**config.mk**
```make
export PLATFORM = sky130hd
export DESIGN_NAME = fdtt_ctrl
export DESIGN_NICKNAME = d
export VERILOG_FILES = /design/src/fdtt_pkg.sv /design/src/fdtt_ctrl.sv
export SDC_FILE = /design/constraint.sdc
export NUM_CORES = 1
export LEC_CHECK = 0
export BUFFER_PORTS_ARGS = -buffer_cell sky130_fd_sc_hd__buf_2
export CORE_AREA = 2 2 39 41
export DETAILED_ROUTE_END_ITERATION = 6
export DIE_AREA = 0 0 41 43
export PLACE_DENSITY_LB_ADDON = 0.3
export RECOVER_POWER = 50
export REMOVE_ABC_BUFFERS = 1
export SYNTH_ARGS = -nofsm -noshare
export SYNTH_HDL_FRONTEND = slang
export SYNTH_SLANG_ARGS = --single-unit
export TNS_END_PERCENT = 10
```
**constraint.sdc**
```tcl
create_clock -name clk -period 1.4 [get_ports clk]
set_input_delay 0.21 -clock clk [delete_from_list [all_inputs] [get_ports clk]]
set_output_delay 0.21 -clock clk [all_outputs]
set_load 0.01 [all_outputs]
```
**src/fdtt_pkg.sv**
```systemverilog
// Package for the first-demand tracking table: sizes, action and state codes, command and status structs.
// Used by every module of the block; depends on nothing.
package fdtt_pkg;
	localparam int unsigned TableEntries = 16;
	localparam int unsigned ClassCount = 4;
	localparam int unsigned KeyBits = 64;
	localparam logic [31:0] Sat32 = 32'hFFFF_FFFF;

	localparam logic ActNote = 1'b0;
	localparam logic ActFind = 1'b1;

	typedef enum logic [1:0] {
		ST_IDLE,
		ST_LOOKUP,
		ST_WRITE,
		ST_OUT
	} state_t;

	typedef struct packed {
		logic capture;
		logic lookup;
		logic commit;
		logic load_out;
	} cmd_t;

	typedef struct packed {
		logic is_note;
	} sts_t;

	function automatic logic [31:0] sat_inc(input logic [31:0] v);
		sat_inc = (v == Sat32) ? v : v + 32'd1;
	endfunction
endpackage

```
**src/fdtt_ctrl.sv**
```systemverilog
// Controller of the first-demand tracking table: sequences capture, lookup, commit, output.
// Depends on fdtt_pkg.
module fdtt_ctrl (
	input  logic             clk,
	input  logic             arst_n,
	input  logic             in_valid,
	output logic             in_ready,
	output logic             out_valid,
	input  logic             out_ready,
	input  fdtt_pkg::sts_t   sts,
	output fdtt_pkg::cmd_t   cmd
);
	fdtt_pkg::state_t state_q, state_d;

	always_ff @(posedge clk or negedge arst_n) begin
		if (!arst_n) begin
			state_q <= fdtt_pkg::ST_IDLE;
		end else begin
			state_q <= state_d;
		end
	end

	always_comb begin
		state_d = state_q;
		case (state_q)
			fdtt_pkg::ST_IDLE: begin
				if (in_valid) state_d = fdtt_pkg::ST_LOOKUP;
			end
			fdtt_pkg::ST_LOOKUP: begin
				state_d = fdtt_pkg::ST_WRITE;
			end
			fdtt_pkg::ST_WRITE: begin
				state_d = fdtt_pkg::ST_OUT;
			end
			fdtt_pkg::ST_OUT: begin
				if (out_ready) state_d = in_valid ? fdtt_pkg::ST_LOOKUP : fdtt_pkg::ST_IDLE;
			end
			default: state_d = fdtt_pkg::ST_IDLE;
		endcase
	end

	always_comb begin
		in_ready = 1'b0;
		out_valid = 1'b0;
		cmd = '0;
		case (state_q)
			fdtt_pkg::ST_IDLE: begin
				in_ready = 1'b1;
				cmd.capture = in_valid;
			end
			fdtt_pkg::ST_LOOKUP: begin
				cmd.lookup = 1'b1;
			end
			fdtt_pkg::ST_WRITE: begin
				cmd.commit = sts.is_note;
				cmd.load_out = 1'b1;
			end
			fdtt_pkg::ST_OUT: begin
				out_valid = 1'b1;
				in_ready = out_ready;
				cmd.capture = out_ready & in_valid;
			end
			default: ;
		endcase
	end

	assert property (@(posedge clk) disable iff (!arst_n)
		cmd.commit |=> (state_q == fdtt_pkg::ST_OUT))
		else $error("commit not followed by output");
	assert property (@(posedge clk) disable iff (!arst_n)
		(state_q == fdtt_pkg::ST_LOOKUP) |=> (state_q == fdtt_pkg::ST_WRITE))
		else $error("lookup did not advance");
	assert property (@(posedge clk) disable iff (!arst_n)
		(in_valid && in_ready) |=> (state_q == fdtt_pkg::ST_LOOKUP))
		else $error("accepted beat not looked up");
endmodule

```
== Yosys cells after proc, flatten, opt, wreduce, memory -nomap -nowiden ==
Index checks and enable logic that the tools add are counted.

* Eq/ne operators: 5
* Muxes and demuxes: 9
* Bitwise logic cells: 1
* Reductions and logical operators: 2

{| class="wikitable"
|+ Operators with widths
! operator !! count
|-
| case mux 2 bit (4 select lines) || 1
|-
| 2-to-1 mux 2 bit || 3
|-
| == test 2 bit, second input constant || 2
|-
| != test 2 bit, second input constant || 2
|-
| case mux 1 bit (2 select lines) || 2
|-
| 2-to-1 mux 1 bit || 3
|-
| == test 2 x 1 -> 1 bit, second input constant || 1
|-
| logical NOT 2 bit || 1
|-
| AND reduction 2 bit || 1
|-
| AND 1 bit || 1
|}

* Register bits: 2
* Bits of input ports: 5
* Output and inout port bits: 6
* Logic and storage cells: 18

== Logic depth before layout (Yosys ltp) ==
Gate-level depths: netlist of run 1.

* Word-level depth: 3
* Depth in mapped cells: 5
* Gate-level depth less buffers: 5

== Worst setup path after synthesis of run 1 ==
No wires, ideal clock.

* Kind: register to register
* From: reg state_q[0]
* To: reg state_q[1]
* Data arrival time: 1307 ps
* Required time: 1275 ps
* Setup slack: -32 ps
* Stages on the path, launching flop included: 6
* Path buffers: 0
* Clock period less this slack: 1432 ps
* Path through: dfrtp_1 -> inv_1 -> ha_1 -> or2b_1 -> nand2_2 -> mux2_4

* Word-level cells in the longest chain between the ends: 3
* Elaborated cells on any way between the ends: 8

{| class="wikitable"
|+ Ends and longest elaborated chain
! item !! RTL line !! text
|-
| from (decl) || fdtt_ctrl.sv:13 || <nowiki>fdtt_pkg::state_t state_q, state_d;</nowiki>
|-
| from (signal assigned) || fdtt_ctrl.sv:17 || <nowiki>state_q <= fdtt_pkg::ST_IDLE;</nowiki>
|-
| from (signal assigned) || fdtt_ctrl.sv:19 || <nowiki>state_q <= state_d;</nowiki>
|-
| == test 2 bit / logical NOT 2 bit (equally long branches) || fdtt_ctrl.sv:25 || <nowiki>case (state_q)</nowiki>
|-
| != test 2 bit (no source line) || - ||
|-
| AND reduction 2 bit (no source line) || - ||
|}

Several ways; a longest one is shown, not always the timed one.
A chain may end at the register's enable or synchronous reset.

==> results_dict.tcl, run 1 <==
set metrics [dict create \
    avgViaCountPerCell 4.183 \
    synth.avg_cell_area_sq_um 9.629 \
    irDropWorstVdd_mv 0.5434 \
    cts.htree.levels 1 \
    pin_count 11 \
    top_register "state_q" \
    finish.utilization_pct 34.27 \
    track_usage_pct 9.639 \
    drive_gt1_share_pct 72.73 \
    outcome "complete, but fails checks" \
    place_hpwl_um 425.7 \
    timing.rr.start "state_q[1]$_DFFE_PN0P_" \
    ant_nets 0 \
    antenna_cells 0 \
    firstDrtPassIters 2 \
    root_buffer "clkbuf_4" \
    start_util_pct 16.00 \
    worstPathMaxFanout 3 \
    vias 251 \
    synth.distinct_cells 12 \
    grt_pass1_wl_um 1124 \
    cp_slowest_cell "dfrtp_1" \
    fmax_mhz 675.3 \
    cts_buffers 3 \
    finalMaxSlewViolations 0 \
    max-slew-margin-rel_pct 85.87 \
    drt_iter0_markers 3 \
    hp-class "input port to asynchronous set/reset pin" \
    grt_pass1_vias 288 \
    wirelength_um 654 \
    drc 0 \
    cp.arrival_ns 1.27 \
    crit_family "flip-flops" \
    place_area_sq_um 329.1 \
    drv_cap 0 \
    start_kind "flop" \
    io_buffers 10 \
    final-setup-viol-count 4 \
    crit_buf_inv 2 \
    crit_start "state_q[1]$_DFFE_PN0P_" \
    crit_required_ns 1.19 \
    clock_skew_ns 0.001300 \
    fin_area_sq_um 474.2 \
    fin_crit_ns 1.481 \
    postLayoutSetupSlackWorst_ns -0.08078 \
    grt_start_max_net_pins 5 \
    hold_viol 0 \
    crit_path_end_kind "primary output" \
    setup_tns_ns -0.1577 \
    die_h_um 43 \
    power_leakage_nw 0.2181 \
    dieArea_sq_um 1763 \
    path_clk_slew_ns 0.03 \
    path_class "flop to primary output" \
    syn_to_final_growth_pct 114.1 \
    overflow 0 \
    worstMarginPinSlew_ns 0.2101 \
    synth_top_cell_by_area "ha_1" \
    gp_congestion 0.6670 \
    p_per_area_nw_per_um2 2555 \
    insertion_delay_ns 0.22 \
    yosys-top-cells-area "ha_1 (34%), dfrtp_1 (23%), a21oi_1 (6.8%)" \
    clock-sinks 2 \
    num-nets-final 57 \
    violations "setup timing" \
    period_share_pct 105.8 \
    ff2ff_setup_slack_ns -0.03 \
    die_w_um 41 \
    rsz0062_at_grt "true" \
    syn_inst 23 \
    rows 14 \
    wire_per_inst_um 10.90 \
    antenna_found_initial 0 \
    reg.largest.list "state_q (2)" \
    path_cells "inv_2 > ha_4 > a21oi_2 > nor3b_2 > buf_2" \
    ys_seq_elements 2 \
    largest_register_ffs 2 \
    ys_seq_area_share_pct 22.60 \
    synth_area_sq_um 221.5 \
    core_area_sq_um 1384 \
    cts_tree "yes" \
    ctsLongestPathBuffers 2 \
    synth_top_area_share_pct 33.90 \
    ys_warn_count 0 \
    slowest_delay_ns 0.41 \
]
-- cells in the mapped netlist, drive strengths merged --
cell,number
inv,2
ha,6
nor2,2
nor3b,1
nand2,1
mux2,1
o31ai,1
and2,1
or2b,2
a21oi,3
dfrtp,2
a31o,1
-- stage by stage --
stage                     power, mW  hold slack [ns]  cells  setup WS (ns)
after floorplan              0.4786         -0.08559     23       -0.03208
after global placement       0.7329        -0.002994     54       0.004439
after detailed placement     0.7280        -0.003522     54      -0.005359
after CTS                     1.160           0.2967     60       -0.07522
after global routing          1.310           0.3166     60        -0.1496
final                         1.211           0.3050     60       -0.08078
-- cell usage in the layout, fill, tap and decap left out, types with 2 or more instances in the layout --
cell	Yosys	final
buf_4	0	2
or2b_1	2	2
inv_2	0	2
nor2_1	2	2
a21oi_2	0	2
dfrtp_1	2	2
buf_6	0	7
clkbuf_4	0	3
buf_2	0	7
ha_4	0	4
-- kinds of logic (layout without fill, tap and decap cells) --
kind of cell	count (synthesis)	count (layout)	synth area share, %
compound gates	5	5	14.12
fa+ha+maj	6	6	33.90
buf+inv	2	23	3.391
flops	2	2	22.60
mux	1	1	6.778
simple gates	7	7	19.21
-- final timing paths --
kind	endpoint	depth (start not counted)
max	cmd[3]	5
min reg2reg	state_q[1]$_DFFE_PN0P_	2
max reg2reg	state_q[1]$_DFFE_PN0P_	5
min in group clk	state_q[0]$_DFFE_PN0P_	4
max in group asynchronous	state_q[0]$_DFFE_PN0P_	2
min	state_q[1]$_DFFE_PN0P_	2
-- power breakdown --
part / internal, mW / switching (mW) / total (mW) / leakage, nW
Clock: 0.0943 / 0.0296 / 0.124 / 0.0138
Combinational: 0.544 / 0.413 / 0.957 / 0.181
Sequential: 0.0916 / 0.0392 / 0.131 / 0.0236
Total: 0.730 / 0.481 / 1.21 / 0.218
-- cell type report --
type | count | area (sq um)
sequential | 2 | 50.05
inverter | 2 | 7.507
timing repair buffer | 18 | 142.6
tap | 16 | 20.02
multi-input combinational | 19 | 231.5
fill | 149 | 909.6
clock buffer | 3 | 22.52
-- metal layers --
| layer | GRT usage [%] | routed length [um] | part of all wire (%) | vias up |
|---|---|---|---|---|
| met5 | 0 | 0 | 0 | - |
| met1 | 9.325 | 241 | 37 | 119 |
| li1 | - | - | - | 119 |
| met2 | 13.75 | 336 | 51 | 9 |
| met3 | 4.188 | 36 | 5.5 | 4 |
| met4 | 10.00 | 39 | 6.0 | 0 |
-- repair_timing --
action	4_1_cts	5_1_grt
setup buffers	3	0
hold buffers	1	0
endpoints found under the setup margin	4	6
pin swaps	6	1
resized for setup	18	3
endpoints found under the hold margin	2	0
Power figures use the tool's default switching activity.
==> run 2: changes to the inputs <==
--- a/config.mk
+++ b/config.mk
@@ -11,3 +11,3 @@
 export DIE_AREA = 0 0 41 43
-export PLACE_DENSITY_LB_ADDON = 0.3
+export PLACE_DENSITY = 0.41
 export RECOVER_POWER = 50
==> constraint.sdc (replaced) <==
create_clock -name clk -period 1.4 [get_ports clk]
set_input_delay 0 -clock clk [delete_from_list [all_inputs] [get_ports clk]]
set_output_delay 0 -clock clk [all_outputs]
set_load 0.01 [all_outputs]
==> results_dict.tcl, run 2 (same netlist as run 1, synthesis figures left out) <==
set metrics [dict create \
    switchingPower_uw 359.9 \
    place_hpwl_um 423.7 \
    grt_pass1_wl_um 745 \
    outcome "finished, final reports clean" \
    placedCellCount 55 \
    grtUsageMet2_pct 8.438 \
    grt_start_max_net_pins 5 \
    rsz0062_at_grt "false" \
    post_cts_buffers 0 \
    cts_tree "yes" \
    pwr-share-seq_pct 13.5 \
    hp-class "input port to asynchronous set/reset pin" \
    track_usage_pct 6.325 \
    path_clk_slew_ns 0.03 \
    fin_crit_ns 1.351 \
    reg2regPathDepth 5 \
    top_register "state_q" \
    grt_pass1_vias 192 \
    overflow 0 \
    largest_register_ffs 2 \
    wire_per_inst_um 8.356 \
    ctsLongestPathBuffers 2 \
    rows 14 \
    crit_start "state_q[0]$_DFFE_PN0P_" \
    final-instance-count-excl-fill 59 \
    grt_util_met1_pct 8.682 \
    drv_cap 0 \
    worstMarginPinSlew_ns 0.1788 \
    reg.largest.list "state_q (2)" \
    wirelength_um 493 \
    grtUsageMet3_pct 3.141 \
    max-slew-margin-rel_pct 87.98 \
    layout_commonest_cell "buf_2" \
    syn_to_final_growth_pct 69.49 \
    layout_common_cells "buf_2 (8), ha_1 (5), buf_4 (5)" \
    gp_congestion 0.7026 \
    root_buffer "clkbuf_4" \
    final-setup-viol-count 0 \
    clockPowerShare_pct 13.4 \
    num-nets-final 56 \
    antenna_cells 0 \
    cp.arrival_ns 1.45 \
    swShare_pct 39.92 \
    ff2ff_setup_slack_ns 0.05 \
    path_class "flop to flop" \
    rr_endpoint "state_q[1]$_DFFE_PN0P_" \
    worstPathMaxFanout 3 \
    p_int_uw 541.7 \
    start_kind "flop" \
    die_w_um 41 \
    drive_gt1_share_pct 48.84 \
    cts.htree.levels 1 \
    finalPower_uw 901.6 \
    hold_viol 0 \
    avgViaCountPerCell 3.797 \
    combPwrFrac_pct 73.0 \
    drt_iter0_markers 3 \
    start_util_pct 16.00 \
    cts_buffers 3 \
    clock_skew_ns 0.001438 \
    power_leakage_nw 0.1956 \
    crit_path_end "state_q[1]$_DFFE_PN0P_" \
    vias 224 \
    timing.rr.start "state_q[0]$_DFFE_PN0P_" \
    period_share_pct 96.48 \
    drc 0 \
    crit_path_end_kind "flop" \
    clock-sinks 2 \
    antenna_found_initial 0 \
    dieArea_sq_um 1763 \
    irDropWorstVdd_mv 0.7085 \
    grt.busiest_layer "met1" \
    io_buffers 10 \
    core_area_sq_um 1384 \
    pin_count 11 \
    finalMaxSlewViolations 0 \
    firstDrtPassIters 4 \
    fmax_mhz 740.3 \
    insertion_delay_ns 0.22 \
    ant_nets 0 \
    p_per_area_nw_per_um2 2402 \
    crit_required_ns 1.50 \
    die_h_um 43 \
]
==> run 2: cell count changes in the layout (fill, tap and decap cells not counted), sizes merged <==
cell	before	now
clkbuf	4	6
buf	16	13
==> run 2: worst min-delay path by stage <==
stage | from | endpoint | slack (ns) | cells past startpoint
after floorplan | arst_n | state_q[0]$_DFFE_PN0P_ | -0.30 | 0
after global placement | arst_n | state_q[1]$_DFFE_PN0P_ | -0.21 | 1
after detailed placement | arst_n | state_q[1]$_DFFE_PN0P_ | -0.21 | 1
after global routing | arst_n | state_q[1]$_DFFE_PN0P_ | 0.11 | 2
after CTS | arst_n | state_q[1]$_DFFE_PN0P_ | 0.11 | 2
final | arst_n | state_q[1]$_DFFE_PN0P_ | 0.10 | 2
==> run 2: per-stage QoR <==
step	setup TNS [ns]	setup slack, ns	util [%]	hold slack (ns)	cell area [sq um]
finish	0	0.04922	27.12	0.1013	375.4
global route	0	0.008461	27.12	0.1080	375.4
CTS	0	0.0008898	26.85	0.1057	371.6
detailed placement	0	0.005426	24.32	-0.2144	336.6
global placement	-0.002170	-0.002170	24.32	-0.2114	336.6
floorplan	-0.03208	-0.03208	-	-0.2956	221.5
==> run 2: layout make-up <==
| type | instances | area (sq um) |
|---|---|---|
| inverter | 2 | 7.507 |
| multi-input combinational | 19 | 176.4 |
| sequential | 2 | 50.05 |
| clock buffer | 3 | 22.52 |
| tap | 16 | 20.02 |
| fill | 156 | 1008 |
| timing repair buffer | 17 | 98.84 |
==> run 2: critical path: stages, from the launching register on <==
cell     delay, ns
dfrtp_1       0.39
inv_2         0.09
ha_4          0.13
or2b_1        0.25
nand2_2       0.08
mux2_4        0.29
==> run 2: what timing repair did <==
| action | CTS | global route |
|---|---|---|
| endpoints found under the setup margin | 1 | 1 |
| gates cloned | 0 | 0 |
| pin swaps | 0 | 1 |
| hold buffers | 1 | 0 |
| hold endpoints to repair | 2 | 0 |
| gates resized for setup | 3 | 1 |
==> run 2: power groups by stage <==
stage / registers [mW] / clock network, mW / logic, mW
6_report: 0.122 / 0.121 / 0.659
3_5_place_dp: 0.120 / 0 / 0.627
3_3_place_gp: 0.119 / 0 / 0.636
4_1_cts: 0.125 / 0.127 / 0.648
2_1_floorplan: 0.127 / 0 / 0.352
5_1_grt: 0.127 / 0.131 / 0.734
==> run 2: routing by layer <==
layer	up-vias	part of all wire, %	routed length, um
met5	-	0	0
met4	0	0	0
met3	0	9.7	48
met2	10	41	204
met1	97	49	240
li1	117	-	-
==> run 3: changes to the inputs <==
- PLACE_DENSITY: 0.41 -> not set
- PLACE_DENSITY_LB_ADDON: not set -> 0.25
==> results_dict.tcl, run 3 (same netlist as run 1, synthesis figures left out) <==
set metrics [dict create \
    outcome "complete, but fails checks" \
    violations "setup timing" \
    avgViaCountPerCell 3.738 \
    worstPathMaxFanout 4 \
    rows 14 \
    hp-class "input port to asynchronous set/reset pin" \
    drc 0 \
    reg2regPathDepth 5 \
    grt_pass1_wl_um 979 \
    start_util_pct 16.00 \
    drt_iter0_markers 1 \
    reg.largest.list "state_q (2)" \
    slowest_delay_ns 0.42 \
    grt_start_max_net_pins 5 \
    topRoutingLayerUsed "met3" \
    routed-wl-met2_um 318 \
    track_usage_pct 8.100 \
    core_area_sq_um 1384 \
    firstDrtPassIters 2 \
    path_clk_slew_ns 0.03 \
    cp_slowest_cell "dfrtp_1" \
    swShare_pct 39.40 \
    clockPowerShare_pct 13.5 \
    cts.htree.levels 1 \
    place_hpwl_um 427 \
    nFillCells 157 \
    hold_viol 0 \
    wire_per_inst_um 9.131 \
    pin_count 11 \
    final-setup-viol-count 1 \
    die_h_um 43 \
    clock-sinks 2 \
    ant_nets 0 \
    pwr-share-seq_pct 13.7 \
    insertion_delay_ns 0.22 \
    overflow 0 \
    fin_crit_ns 1.412 \
    root_buffer "clkbuf_4" \
    grt_pass1_vias 256 \
    max-slew-margin-rel_pct 88.14 \
    timing.rr.start "state_q[0]$_DFFE_PN0P_" \
    clock_skew_ns 0.001181 \
    io_buffers 10 \
    path_cells "inv_2 > ha_4 > or2b_1 > nand2_2 > mux2_4" \
    cts_buffers 3 \
    syn_to_final_growth_pct 78.53 \
    num-nets-final 58 \
    finalMaxSlewViolations 0 \
    gp_congestion 0.6692 \
    rsz0062_at_grt "true" \
    layout_common_cells "buf_2 (9), buf_4 (8), ha_1 (5)" \
    start_kind "flop" \
    top_register "state_q" \
    power_leakage_nw 0.2129 \
    cts_tree "yes" \
    vias 228 \
    setup_tns_ns -0.01196 \
    drive_gt1_share_pct 55.56 \
    antenna_found_initial 0 \
    holdWs_ns 0.08968 \
    wirelength_um 557 \
    combPwrFrac_pct 72.9 \
    p_per_area_nw_per_um2 2444 \
    die_w_um 41 \
    wl_met3_um 11 \
    largest_register_ffs 2 \
    crit_required_ns 1.50 \
    path_class "flop to flop" \
    crit_path_end_kind "flop" \
    worstMarginPinSlew_ns 0.1764 \
    cp.arrival_ns 1.51 \
    ctsLongestPathBuffers 2 \
    layout_commonest_cell "buf_2" \
    drv_cap 0 \
    period_share_pct 100.9 \
    wl_met1_um 227 \
    fmax_mhz 708.2 \
    rr_endpoint "state_q[1]$_DFFE_PN0P_" \
    antenna_cells 0 \
    ff2ff_setup_slack_ns -0.01 \
    irDropWorstVdd_mv 0.6661 \
    p_int_uw 585.5 \
    switchingPower_uw 380.8 \
    postLayoutSetupSlackWorst_ns -0.01196 \
    dieArea_sq_um 1763 \
]
==> run 3: changes by cell type in the layout (fill, tap and decap cells not counted) <==
cell,previous run,this run
buf_2,8,9
buf_4,5,8
clkbuf_1,3,1
==> run 3: critical path: cells and delay by family (launching register included) <==
kind | cells | cell delay [ns]
buf+inv | 1 | 0.10
fa+ha+maj | 1 | 0.13
flops | 1 | 0.42
mux | 1 | 0.30
simple gates | 2 | 0.34
==> run 3: worst max path at each step <==
stage / endpoint / slack [ns] / start / depth (start not counted)
6_report: state_q[1]$_DFFE_PN0P_ / -0.01 / state_q[0]$_DFFE_PN0P_ / 5
3_5_place_dp: state_q[1]$_DFFE_PN0P_ / -0.01 / state_q[0]$_DFFE_PN0P_ / 5
3_3_place_gp: state_q[1]$_DFFE_PN0P_ / -0.02 / state_q[1]$_DFFE_PN0P_ / 5
4_1_cts: state_q[1]$_DFFE_PN0P_ / 0.005 / state_q[0]$_DFFE_PN0P_ / 5
5_1_grt: state_q[1]$_DFFE_PN0P_ / -0.06 / state_q[0]$_DFFE_PN0P_ / 5
2_1_floorplan: state_q[1]$_DFFE_PN0P_ / -0.03 / state_q[0]$_DFFE_PN0P_ / 5
==> run 3: cell type report <==
class / count / area [sq um] / area share [%]
inverters: 2 / 7.507 / 1.899
multi-input cells: 19 / 176.4 / 44.62
clock buffers: 3 / 22.52 / 5.696
well taps: 16 / 20.02 / 5.063
repair buffers: 19 / 118.9 / 30.06
flip-flops and latches: 2 / 50.05 / 12.66
==> run 3: through the flow <==
stage / cells / power (mW) / setup slack (ns) / cell area [sq um] / util [%]
floorplan: 23 / 0.4786 / -0.03208 / 221.5 / -
global placement: 56 / 0.7779 / -0.02012 / 344.1 / 24.86
detailed placement: 56 / 0.7631 / -0.009801 / 344.1 / 24.86
CTS: 61 / 0.9748 / 0.004700 / 396.6 / 28.66
global route: 61 / 1.086 / -0.05619 / 395.4 / 28.57
finish: 61 / 0.9663 / -0.01196 / 395.4 / 28.57
==> run 3: power groups by stage <==
stage	clock (mW)	sequential (mW)	combinational, mW
6_report	0.130	0.132	0.704
4_1_cts	0.137	0.131	0.706
3_5_place_dp	0	0.123	0.640
2_1_floorplan	0	0.127	0.352
3_3_place_gp	0	0.124	0.654
5_1_grt	0.143	0.136	0.807
==> run 3: what timing repair did <==
item,CTS,global route
resized for setup,4,0
buffers inserted,1,0
hold buffers,1,0
pin swaps,1,0
setup endpoints to repair,1,3
hold endpoints to repair,2,0
==> run 3: per-layer routing <==
metal | global-route usage, % | up-vias
met2 | 12.19 | 3
li1 | - | 122
met4 | 6.000 | 0
met5 | 0 | -
met3 | 0 | 0
met1 | 10.48 | 103
